**src/design/ovl_pkg.sv**
```systemverilog
// Package with the shared types and codes of the overcurrent verify latch.
package ovl_pkg;

  localparam int unsigned CNT_W = 26;
  localparam int unsigned DLY_W = 16;
  localparam int unsigned CFG_IDX_W = 2;

  localparam logic [CFG_IDX_W-1:0] CFG_VERIFY_DELAY  = 2'd0;
  localparam logic [CFG_IDX_W-1:0] CFG_RECOVERY_TIME = 2'd1;

  localparam logic [DLY_W-1:0] VERIFY_DELAY_RST  = 16'd100;
  localparam logic [CNT_W-1:0] RECOVERY_TIME_RST = 26'd100000;

  localparam logic [1:0] PH_IDLE      = 2'd0;
  localparam logic [1:0] PH_PENDING   = 2'd1;
  localparam logic [1:0] PH_WINDOW    = 2'd2;
  localparam logic [1:0] PH_PROTECTED = 2'd3;

  localparam logic [2:0] EV_NONE      = 3'd0;
  localparam logic [2:0] EV_PENDING   = 3'd1;
  localparam logic [2:0] EV_WINDOW    = 3'd2;
  localparam logic [2:0] EV_EXPIRED   = 3'd3;
  localparam logic [2:0] EV_CONFIRMED = 3'd4;
  localparam logic [2:0] EV_RECOVERED = 3'd5;

  typedef enum logic [3:0] {
    ST_IDLE = 4'b0001,
    ST_PEND = 4'b0010,
    ST_WIN  = 4'b0100,
    ST_PROT = 4'b1000
  } bst_t;

  typedef struct packed {
    logic       bridge_id;
    logic [2:0] event_res;
    logic [1:0] phase;
    logic       drive_off;
    logic       last;
  } res_t;

  function automatic logic [1:0] phase_of(input bst_t st);
    logic [1:0] ph;
    case (st)
      ST_PEND: ph = PH_PENDING;
      ST_WIN:  ph = PH_WINDOW;
      ST_PROT: ph = PH_PROTECTED;
      default: ph = PH_IDLE;
    endcase
    return ph;
  endfunction

endpackage

```
**src/design/ovl_in_if.sv**
```systemverilog
// Input channel interface: event words carrying kind and bridge.
interface ovl_in_if;
  logic valid;
  logic ready;
  logic kind;
  logic bridge;

  modport source (output valid, output kind, output bridge, input ready);
  modport sink (input valid, input kind, input bridge, output ready);
endinterface

```
**src/design/ovl_out_if.sv**
```systemverilog
// Result channel interface: one bridge status word per handshake.
interface ovl_out_if;
  logic       valid;
  logic       ready;
  logic       bridge_id;
  logic [2:0] event_res;
  logic [1:0] phase;
  logic       drive_off;
  logic       last;

  modport source (output valid, output bridge_id, output event_res, output phase,
                  output drive_off, output last, input ready);
  modport sink (input valid, input bridge_id, input event_res, input phase,
                input drive_off, input last, output ready);
endinterface

```
**src/design/overcurrent_verify_latch.sv**
```systemverilog
// Overcurrent verify latch top level: per-bridge fault qualification and latching.
//
// Input words arrive on in_ch: kind 0 is a timebase tick for all bridges, kind 1 is a
// comparator falling edge of the bridge named in the word. Each accepted word updates the
// bridge state at once and loads its results into a result buffer in the same cycle.
// An edge gives one result word; a tick gives BRIDGES result words, bridge 0 first,
// with last set on the final one. Results leave on out_ch one word per cycle while the
// receiver is ready, the first in the cycle after its input word is accepted.
// An edge word can be taken every cycle while the receiver is ready; a tick holds the
// single result port until all BRIDGES of its result words have left. A new word is
// taken in the cycle the final result word of the previous one leaves, so there are no
// bubbles between words. When the receiver stalls, the buffered words hold and
// in_ch.ready stays low until the final word of the current group is taken.
// Registers are written through cfg_we, cfg_index and cfg_data, by the user only while the
// block is idle, not enforced; index 0 is verify delay, 1 recovery time, others ignored.
// Synchronous reset puts every bridge in idle with a zero tick count, empties the result
// buffer and restores the register defaults of 100 and 100000 ticks.
module overcurrent_verify_latch #(
  parameter int BRIDGES = 2
) (
  input  logic                          clk,
  input  logic                          rst_n,
  input  logic                          cfg_we,
  input  logic [ovl_pkg::CFG_IDX_W-1:0] cfg_index,
  input  logic [ovl_pkg::CNT_W-1:0]     cfg_data,
  ovl_in_if.sink                        in_ch,
  ovl_out_if.source                     out_ch
);

  localparam int RDW = (BRIDGES > 1) ? $clog2(BRIDGES) : 1;

  logic [ovl_pkg::DLY_W-1:0] verify_r;
  logic [ovl_pkg::CNT_W-1:0] recovery_r;

  ovl_pkg::bst_t             st_r   [BRIDGES];
  ovl_pkg::bst_t             st_nxt [BRIDGES];
  logic [ovl_pkg::CNT_W-1:0] cnt_r  [BRIDGES];
  logic [ovl_pkg::CNT_W-1:0] cnt_nxt[BRIDGES];

  ovl_pkg::res_t res_r  [BRIDGES];
  ovl_pkg::res_t res_nxt[BRIDGES];
  ovl_pkg::res_t cur_res;

  logic           valid_r;
  logic [RDW-1:0] rd_r;
  logic           in_acc;
  logic           out_acc;
  logic           fin;

  assign cur_res = res_r[rd_r];
  assign out_acc = valid_r && out_ch.ready;
  assign fin     = out_acc && cur_res.last;
  assign in_ch.ready = !valid_r || fin;
  assign in_acc  = in_ch.valid && in_ch.ready;

  assign out_ch.valid     = valid_r;
  assign out_ch.bridge_id = cur_res.bridge_id;
  assign out_ch.event_res = cur_res.event_res;
  assign out_ch.phase     = cur_res.phase;
  assign out_ch.drive_off = cur_res.drive_off;
  assign out_ch.last      = cur_res.last;

  always_comb begin
    logic [2:0] e_ev;
    logic [1:0] e_ph;
    e_ev = ovl_pkg::EV_NONE;
    e_ph = ovl_pkg::PH_IDLE;
    for (int i = 0; i < BRIDGES; i++) begin
      logic [ovl_pkg::CNT_W-1:0] lim;
      logic [ovl_pkg::CNT_W-1:0] inc;
      logic [2:0]                ev;
      logic                      hit;
      lim = (st_r[i] == ovl_pkg::ST_PROT) ? recovery_r : ovl_pkg::CNT_W'(verify_r);
      if (lim == '0) begin
        lim = ovl_pkg::CNT_W'(1);
      end
      inc = cnt_r[i] + ovl_pkg::CNT_W'(1);
      hit = in_ch.kind && (32'(in_ch.bridge) == i);
      st_nxt[i]  = st_r[i];
      cnt_nxt[i] = cnt_r[i];
      ev = ovl_pkg::EV_NONE;
      if (!in_ch.kind) begin
        if (st_r[i] != ovl_pkg::ST_IDLE) begin
          if (inc < lim) begin
            cnt_nxt[i] = inc;
          end else begin
            cnt_nxt[i] = '0;
            case (st_r[i])
              ovl_pkg::ST_PEND: begin
                st_nxt[i] = ovl_pkg::ST_WIN;
                ev = ovl_pkg::EV_WINDOW;
              end
              ovl_pkg::ST_WIN: begin
                st_nxt[i] = ovl_pkg::ST_IDLE;
                ev = ovl_pkg::EV_EXPIRED;
              end
              default: begin
                st_nxt[i] = ovl_pkg::ST_IDLE;
                ev = ovl_pkg::EV_RECOVERED;
              end
            endcase
          end
        end
      end else if (hit) begin
        case (st_r[i])
          ovl_pkg::ST_IDLE: begin
            st_nxt[i]  = ovl_pkg::ST_PEND;
            cnt_nxt[i] = '0;
            ev = ovl_pkg::EV_PENDING;
          end
          ovl_pkg::ST_WIN: begin
            st_nxt[i]  = ovl_pkg::ST_PROT;
            cnt_nxt[i] = '0;
            ev = ovl_pkg::EV_CONFIRMED;
          end
          default: ev = ovl_pkg::EV_NONE;
        endcase
        e_ev = ev;
        e_ph = ovl_pkg::phase_of(st_nxt[i]);
      end
      res_nxt[i].bridge_id = 1'(i);
      res_nxt[i].event_res = ev;
      res_nxt[i].phase     = ovl_pkg::phase_of(st_nxt[i]);
      res_nxt[i].drive_off = (st_nxt[i] == ovl_pkg::ST_PROT);
      res_nxt[i].last      = (i == BRIDGES - 1);
    end
    if (in_ch.kind) begin
      res_nxt[0].bridge_id = in_ch.bridge;
      res_nxt[0].event_res = e_ev;
      res_nxt[0].phase     = e_ph;
      res_nxt[0].drive_off = (e_ph == ovl_pkg::PH_PROTECTED);
      res_nxt[0].last      = 1'b1;
    end
  end

  always_ff @(posedge clk) begin
    if (!rst_n) begin
      verify_r   <= ovl_pkg::VERIFY_DELAY_RST;
      recovery_r <= ovl_pkg::RECOVERY_TIME_RST;
    end else if (cfg_we) begin
      case (cfg_index)
        ovl_pkg::CFG_VERIFY_DELAY:  verify_r   <= cfg_data[ovl_pkg::DLY_W-1:0];
        ovl_pkg::CFG_RECOVERY_TIME: recovery_r <= cfg_data;
        default: ;
      endcase
    end
  end

  always_ff @(posedge clk) begin
    if (!rst_n) begin
      for (int i = 0; i < BRIDGES; i++) begin
        st_r[i]  <= ovl_pkg::ST_IDLE;
        cnt_r[i] <= '0;
      end
    end else if (in_acc) begin
      for (int i = 0; i < BRIDGES; i++) begin
        st_r[i]  <= st_nxt[i];
        cnt_r[i] <= cnt_nxt[i];
      end
    end
  end

  always_ff @(posedge clk) begin
    if (in_acc) begin
      for (int i = 0; i < BRIDGES; i++) begin
        res_r[i] <= res_nxt[i];
      end
    end
  end

  always_ff @(posedge clk) begin
    if (!rst_n) begin
      valid_r <= 1'b0;
      rd_r    <= '0;
    end else if (in_acc) begin
      valid_r <= 1'b1;
      rd_r    <= '0;
    end else if (out_acc) begin
      if (cur_res.last) begin
        valid_r <= 1'b0;
      end else begin
        rd_r <= rd_r + RDW'(1);
      end
    end
  end

`ifndef NO_ASSERTIONS
  a_load_starts_at_first: assert property (@(posedge clk) disable iff (!rst_n)
    in_acc |=> (valid_r && rd_r == '0))
    else $error("result buffer not restarted after an accepted word");

  a_drive_matches_phase: assert property (@(posedge clk) disable iff (!rst_n)
    out_ch.valid |-> (out_ch.drive_off == (out_ch.phase == ovl_pkg::PH_PROTECTED)))
    else $error("drive_off disagrees with reported phase");

  a_protect_from_window: assert property (@(posedge clk) disable iff (!rst_n)
    $rose(st_r[0] == ovl_pkg::ST_PROT) |-> ($past(st_r[0]) == ovl_pkg::ST_WIN))
    else $error("bridge latched without a verify window");

  a_read_in_range: assert property (@(posedge clk) disable iff (!rst_n)
    valid_r |-> (32'(rd_r) < BRIDGES))
    else $error("result read index past the last bridge");
`endif

endmodule
```
**src/flat_wrapper.sv**
```systemverilog
// flat-port wrapper written by rule: the top's interface ports become plain ports
module overcurrent_verify_latch_flat 
#(
  parameter int BRIDGES = 2
)
  (clk, rst_n, cfg_we, cfg_index, cfg_data, in_ch_valid, in_ch_kind, in_ch_bridge, in_ch_ready, out_ch_valid, out_ch_bridge_id, out_ch_event_res, out_ch_phase, out_ch_drive_off, out_ch_last, out_ch_ready);
  ovl_in_if in_ch_i ();
  ovl_out_if out_ch_i ();
  input  logic clk;
  input  logic rst_n;
  input  logic cfg_we;
  input  logic [ovl_pkg::CFG_IDX_W-1:0] cfg_index;
  input  logic [ovl_pkg::CNT_W-1:0] cfg_data;
  input wire logic [$bits(in_ch_i.valid)-1:0] in_ch_valid;
  input wire logic [$bits(in_ch_i.kind)-1:0] in_ch_kind;
  input wire logic [$bits(in_ch_i.bridge)-1:0] in_ch_bridge;
  output wire logic [$bits(in_ch_i.ready)-1:0] in_ch_ready;
  output wire logic [$bits(out_ch_i.valid)-1:0] out_ch_valid;
  output wire logic [$bits(out_ch_i.bridge_id)-1:0] out_ch_bridge_id;
  output wire logic [$bits(out_ch_i.event_res)-1:0] out_ch_event_res;
  output wire logic [$bits(out_ch_i.phase)-1:0] out_ch_phase;
  output wire logic [$bits(out_ch_i.drive_off)-1:0] out_ch_drive_off;
  output wire logic [$bits(out_ch_i.last)-1:0] out_ch_last;
  input wire logic [$bits(out_ch_i.ready)-1:0] out_ch_ready;
  assign in_ch_i.valid = in_ch_valid;
  assign in_ch_i.kind = in_ch_kind;
  assign in_ch_i.bridge = in_ch_bridge;
  assign in_ch_ready = in_ch_i.ready;
  assign out_ch_valid = out_ch_i.valid;
  assign out_ch_bridge_id = out_ch_i.bridge_id;
  assign out_ch_event_res = out_ch_i.event_res;
  assign out_ch_phase = out_ch_i.phase;
  assign out_ch_drive_off = out_ch_i.drive_off;
  assign out_ch_last = out_ch_i.last;
  assign out_ch_i.ready = out_ch_ready;
  overcurrent_verify_latch #(.BRIDGES(BRIDGES)) u_core (.clk(clk), .rst_n(rst_n), .cfg_we(cfg_we), .cfg_index(cfg_index), .cfg_data(cfg_data), .in_ch(in_ch_i), .out_ch(out_ch_i));
endmodule
```
**config.mk**
```make
export PLATFORM = sky130hd
export DESIGN_NAME = overcurrent_verify_latch_flat
export DESIGN_NICKNAME = d
export VERILOG_FILES = /design/src/design/ovl_pkg.sv /design/src/design/ovl_in_if.sv /design/src/design/ovl_out_if.sv /design/src/design/overcurrent_verify_latch.sv /design/src/flat_wrapper.sv
export SDC_FILE = /design/constraint.sdc
export NUM_CORES = 1
export LEC_CHECK = 0
export ABC_AREA = 1
export BUFFER_PORTS_ARGS = -buffer_cell sky130_fd_sc_hd__buf_2
export CAP_MARGIN = 0
export CORE_MARGIN = 2
export CORE_UTILIZATION = 64
export CTS_BUF_LIST = sky130_fd_sc_hd__clkbuf_8
export CTS_CLUSTER_SIZE = 20
export DETAILED_ROUTE_END_ITERATION = 10
export GPL_TIMING_DRIVEN = 0
export PLACE_DENSITY = 0.95
export SYNTH_ARGS = -nofsm -noshare
export SYNTH_HDL_FRONTEND = slang
export SYNTH_SLANG_ARGS = --single-unit
export TNS_END_PERCENT = 10
```
**constraint.sdc**
```tcl
create_clock -name clk -period 5.67 [get_ports clk]
set_clock_uncertainty 0.2 [all_clocks]
set_input_delay 1.134 -clock clk [delete_from_list [all_inputs] [get_ports clk]]
set_output_delay 1.134 -clock clk [all_outputs]
set_load 0.1 [all_outputs]
```
---- Word level (Yosys, flattened, before mapping) ----
Memories as Yosys holds them, arrays and structs flattened. A register that Yosys moved wholly into a read port is not among the register bits.
Index checks and enable logic that the tools add are counted.
cells by class
  equal/unequal tests ..................... 24
  bitwise logic cells ..................... 7
  shift-type cells ........................ 0
  reduce and logical (&&, ||, !) cells .... 19
  $add $sub $neg .......................... 3
  div/mod/pow operators ................... 0
  $mul .................................... 0
  order comparisons ....................... 2
  mux-type cells .......................... 65
operators by type and width
  operator                                                               number
  26-bit 2-to-1 mux                                                      16
  4-bit 2-to-1 mux                                                       14
  26-bit by 1-bit adder with 26-bit output, second input constant        2
  26-bit logical NOT                                                     2
  26-bit less-than comparator                                            2
  3-bit 2-to-1 mux                                                       10
  4-bit by 2-bit equality test with 1-bit output, second input constant  6
  4-bit by 3-bit equality test with 1-bit output, second input constant  6
  4-bit equality test, second input constant                             6
  2-bit case mux with 3 select lines                                     4
  3-bit case mux with 2 select lines                                     4
  4-bit case mux with 2 select lines                                     2
  1-bit 2-to-1 mux                                                       10
  4-bit by 1-bit equality test with 1-bit output, second input constant  2
  2-bit 2-to-1 mux                                                       4
  8-bit 2-to-1 mux                                                       1
  4-bit by 1-bit != test with 1-bit output, second input constant        2
  2-bit AND reduction                                                    4
  2-bit OR reduction                                                     3
  1-bit logical AND                                                      5
  1-bit bitwise OR                                                       4
  2-bit nonzero test                                                     2
  1-bit inverter                                                         3
  2-bit by 1-bit equality test with 1-bit output, second input constant  1
  other kinds (5)                                                        5
word-level totals
  memory bits (read-only) ................. 0
  memories kept ........................... 3
  word-level logic and storage cells ...... 127
  output and inout bits ................... 10
  memory bits (writable) .................. 76
  bits in registers ....................... 44
  input bits .............................. 35
  latch bits .............................. 0
memories
  memory        words  width  rd ports  clocked after Yosys merged registers in  write ports  RTL line                        RTL
  u_core.cnt_r  2      26     2         0                                        2            overcurrent_verify_latch.sv:37  logic [ovl_pkg::CNT_W-1:0] cnt_r [BRIDGES];
  u_core.res_r  2      8      1         1                                        2            overcurrent_verify_latch.sv:40  ovl_pkg::res_t res_r [BRIDGES];
  u_core.st_r   2      4      2         0                                        2            overcurrent_verify_latch.sv:35  ovl_pkg::bst_t st_r [BRIDGES];

---- Logic depth before layout (Yosys ltp) ----
An unclocked memory read counts as a cell.
  depth after elaboration ................. 13
  mapped depth ............................ 35
  gate-level depth less buffers ........... 35

---- Worst setup path before layout ----
Ideal clock, no wire load.
  path type ............................... reg-to-reg
  from .................................... register with a tool-made name
  to ...................................... memory u_core.cnt_r[0][26] in the netlist's numbering (enable)
  arrival ................................. 4.102 ns
  clock period less this slack ............ 4.727 ns
  stages on the path, launching flop included .. 10
  setup slack ............................. 0.943 ns
  path through ............................ dfxtp_1 clkbuf_1 nor2_1 inv_1 nand2_1 nand2_1 nand2_1 nand2_1 o21ai_0 a31oi_1
RTL lines
  item           RTL line
  end, declared  overcurrent_verify_latch.sv:37

==> results.md <==
* Outcome: finished clean
* Post-synth ARST share at 0
* NumNets Final at around 1200
* Drt pass-1 iters at 6
* Site Rows at 40
* Rel. slew slack at 0.368
* Cell area after layout at just under 9000 um2
* FF-to-FF path depth at 33
* Mux share of post-synthesis cell area at 0
* Final cell count without fillers at around 1300
* Placed cell count at 1287
* Grt ovf at 0
* MaxCap Viol Count at 0
* Main combinational cell family by area after synthesis: simple AND/OR/NAND/NOR gates
* DP Worst Slack at roughly 0.86 ns
* Total track usage at 0.314
* Cells after Synth at approximately 1100
* Die ar. at 13300 um2
* Post-synth net total at roughly 1200
* Seq/Total Area, Yosys at 0.393
* Top Layer Used: met4
* RSZ-0062 raised after global routing: no
* Yosys Warn Count at 0
* Static Leak at approximately 0.0043 uW
* Chip height at approximately 120 um
* Largest net degree at the start of global routing at 27
* R2R Path Start: u_core.cnt_r[0][0]
* CTS H-Tree Depth at 4
* Area Growth Syn to Fin at 11.3%
* Placeable core area at 12100 um2
* Hold-fix buffers at CTS at 0
* Clock edge transition at the registers on the reported setup and hold paths at 0.08 ns
* Post-DRT Antenna Nets at 0
* Synth Register Bits at between 100 and 150
* Worst slew pin tran at 0.948 ns
* Crit path arrival time at 4.93 ns
* Peak supply drop at around 0.19 mV
* Synth Area in Compound Gates at 0.0824
* Dpl hpwl at 14800 um
* CTS sink cnt at ~120
* Fraction of the cycle the final worst path needs at 0.872
* Resize count post-CTS at 0
* Starting Density at 0.660
* Number of flops mapped to enable cells by yosys at 74
* Element type at the critical path start: flop
* Routed WL at ~20000 um
* CP max-delay cell: a211oi_1
* DRC at 0
* Root Buffer Master: clkbuf_8
* FF-to-FF setup slack at between 0.7 and 0.8 ns
* Yosys top cell area share at 0.279
* Layout cells sized above 1 at 0.137
* Post-CTS setup buffers at 0
* Post-synth top cells: nand2_1, nor2_1, inv_1
* Most Frequent Cell on Critical Path: nand2_1
* Synth cell types at 46
* Crit. End Element: flop
* Maximum root-to-sink buffer count at 2
* Post-DR wirelength/cell at 15.4 um
* Top-count cell post-synth: nand2_1
* Synth Area in XOR/XNOR at 0.0351
* Hold_sp: u_core.verify_r[8]
* RePlAce Congestion at about 0.96
* I/O pin count at between 40 and 50
* Critical Path Max Stage Delay at between 0.5 and 0.6 ns
* Final setup viols at 0
* CP max FO at 7
* R2r endpoint: u_core.res_r[0][3]
* Fin worst setup slack at slightly above 0.7 ns
* Hold depth at 2
* Hold Violations, Final at 0
* DRT iter0 DRCs at about 940
* N_diodes at 0
* Crit Path Class: reg2reg
* Placed Area at between 8000 and 9000 um2
* Fin. max-slew vios at 0
* Routed met2 length at ~9600 um
* Simple-gate area share of the yosys netlist at 0.303
* Die width at 115 um
* Worst EP required at about 5.7 ns
* Worst skew pair latency at ~0.46 ns
* Vias in the first global route at approximately 7000
* IO buf count at 43
* Setup TNS at 0 ns
* Synth Area in Adders at 0.0818
* CTS tree: yes
* HP Class: reg2reg
* Routed metal-1 wirelength at ~8100 um
* Pwr/cell area at between 200 and 300 nW/um2
* Hold EP: u_core.verify_r[8]
* Routed vias at 7493
* First-pass GRT wire length at roughly 33000 um
* Num CTS Buffers at 17
* Average size of a mapped cell at 7.39 um2
* Met3 WL post-DR at between 1500 and 2000 um
* Tmin final at approximately 4.9 ns
* Fmax at just over 0.2 GHz
* Initial antenna violation count at 0
* Post-synth top area cell: edfxtp_1
* Mean number of vias per cell at 5.68
* Post-Syn Area at 7960 um2
* Synth area leaders: edfxtp_1, dfxtp_1, nand2_1
* Ys flop type: edfxtp_1
## critical path: cells and delay by family, from the launching register on
kind            cells  cell delay (ns)
compound gates      2             0.64
xor+xnor            1             0.24
fa+ha+maj           2             0.47
buf+inv             9             0.54
flops               1             0.41
simple gates       19             2.15
## where the power goes
| part | switching, uW | internal, uW |
|---|---|---|
| combinational | 299 | 134 |
| clock | 360 | 499 |
| sequential | 49.0 | 989 |
| total | 708 | 1620 |
## worst max path at each step
stage	from	to
detailed placement	u_core.cnt_r[0][0]	u_core.res_r[0][3]
floorplan	flop	u_core.cnt_r[0][26]
global placement	in_ch_kind	u_core.cnt_r[0][50]
finish	u_core.cnt_r[0][0]	u_core.res_r[0][3]
global route	u_core.cnt_r[0][0]	u_core.res_r[0][3]
CTS	u_core.cnt_r[0][0]	u_core.res_r[0][3]
## routing by layer
layer | vias to the layer above | GRT usage
li1 | 3583 | -
met1 | 3409 | 0.402
met2 | 432 | 0.517
met4 | 0 | 0.145
met3 | 69 | 0.0617
met5 | - | 0
## logic make-up after synthesis
| family | Yosys count |
|---|---|
| adder cells (fa/ha/maj) | 52 |
| flip-flops | 119 |
| AO/OA/AOI/OAI | 116 |
| XOR/XNOR | 31 |
| AND/OR/NAND/NOR | 556 |
| buffers and inverters | 202 |
## sequential cells by signal, indices dropped and copies added, names as in the netlist, named ones only
signal / flops
u_core.cnt_r: 52
u_core.out_ch.valid: 1
u_core.rd_r: 1
u_core.recovery_r: 26
u_core.res_r: 14
u_core.st_r: 8
u_core.verify_r: 16
## metrics by stage
| stage | utilization | hold slack [ns] | power [uW] |
|---|---|---|---|
| 2_1_floorplan | - | 0.244 | 1360 |
| 3_3_place_gp | 0.695 | 0.258 | 1450 |
| 3_5_place_dp | 0.697 | 0.265 | 1470 |
| 4_1_cts | 0.734 | 0.276 | 2320 |
| 5_1_grt | 0.734 | 0.308 | 2420 |
| 6_report | 0.734 | 0.281 | 2330 |
## cells in the final DEF (no fill, tap or decap), drive strengths merged
cell      synthesis  final
nand2           251    251
nor2            189    189
inv             174    175
edfxtp           74     74
nand3            66     66
buf              15     58
o21ai            55     55
ha               52     52
dfxtp            45     45
a21oi            40     40
clkbuf           12     31
xor2             26     26
nor3             23     23
nand4            13     13
o211ai            6      6
clkinv            1      6
or2               5      5
nor4              5      5
xnor2             5      5
bufinv            0      4
nand3b            3      3
a211oi            3      3
a31o              3      3
clkinvlp          0      3
a2111oi           2      2
a31oi             2      2
o221a             1      1
o211a             1      1
a21o              1      1
and3              1      1
o21bai            1      1
a221oi            1      1
## cell type report
| cell class | instances | area (um2) |
|---|---|---|
| well taps | 168 | 210 |
| flip-flops and latches | 119 | 3120 |
| repair buffers | 43 | 215 |
| fillers | 857 | 3210 |
| clock buffers | 19 | 262 |
| multi-input cells | 755 | 4030 |
| clock inverters | 13 | 179 |
| inverters | 175 | 657 |
| plain buffers | 27 | 178 |
Power figures use the tool's default switching activity.
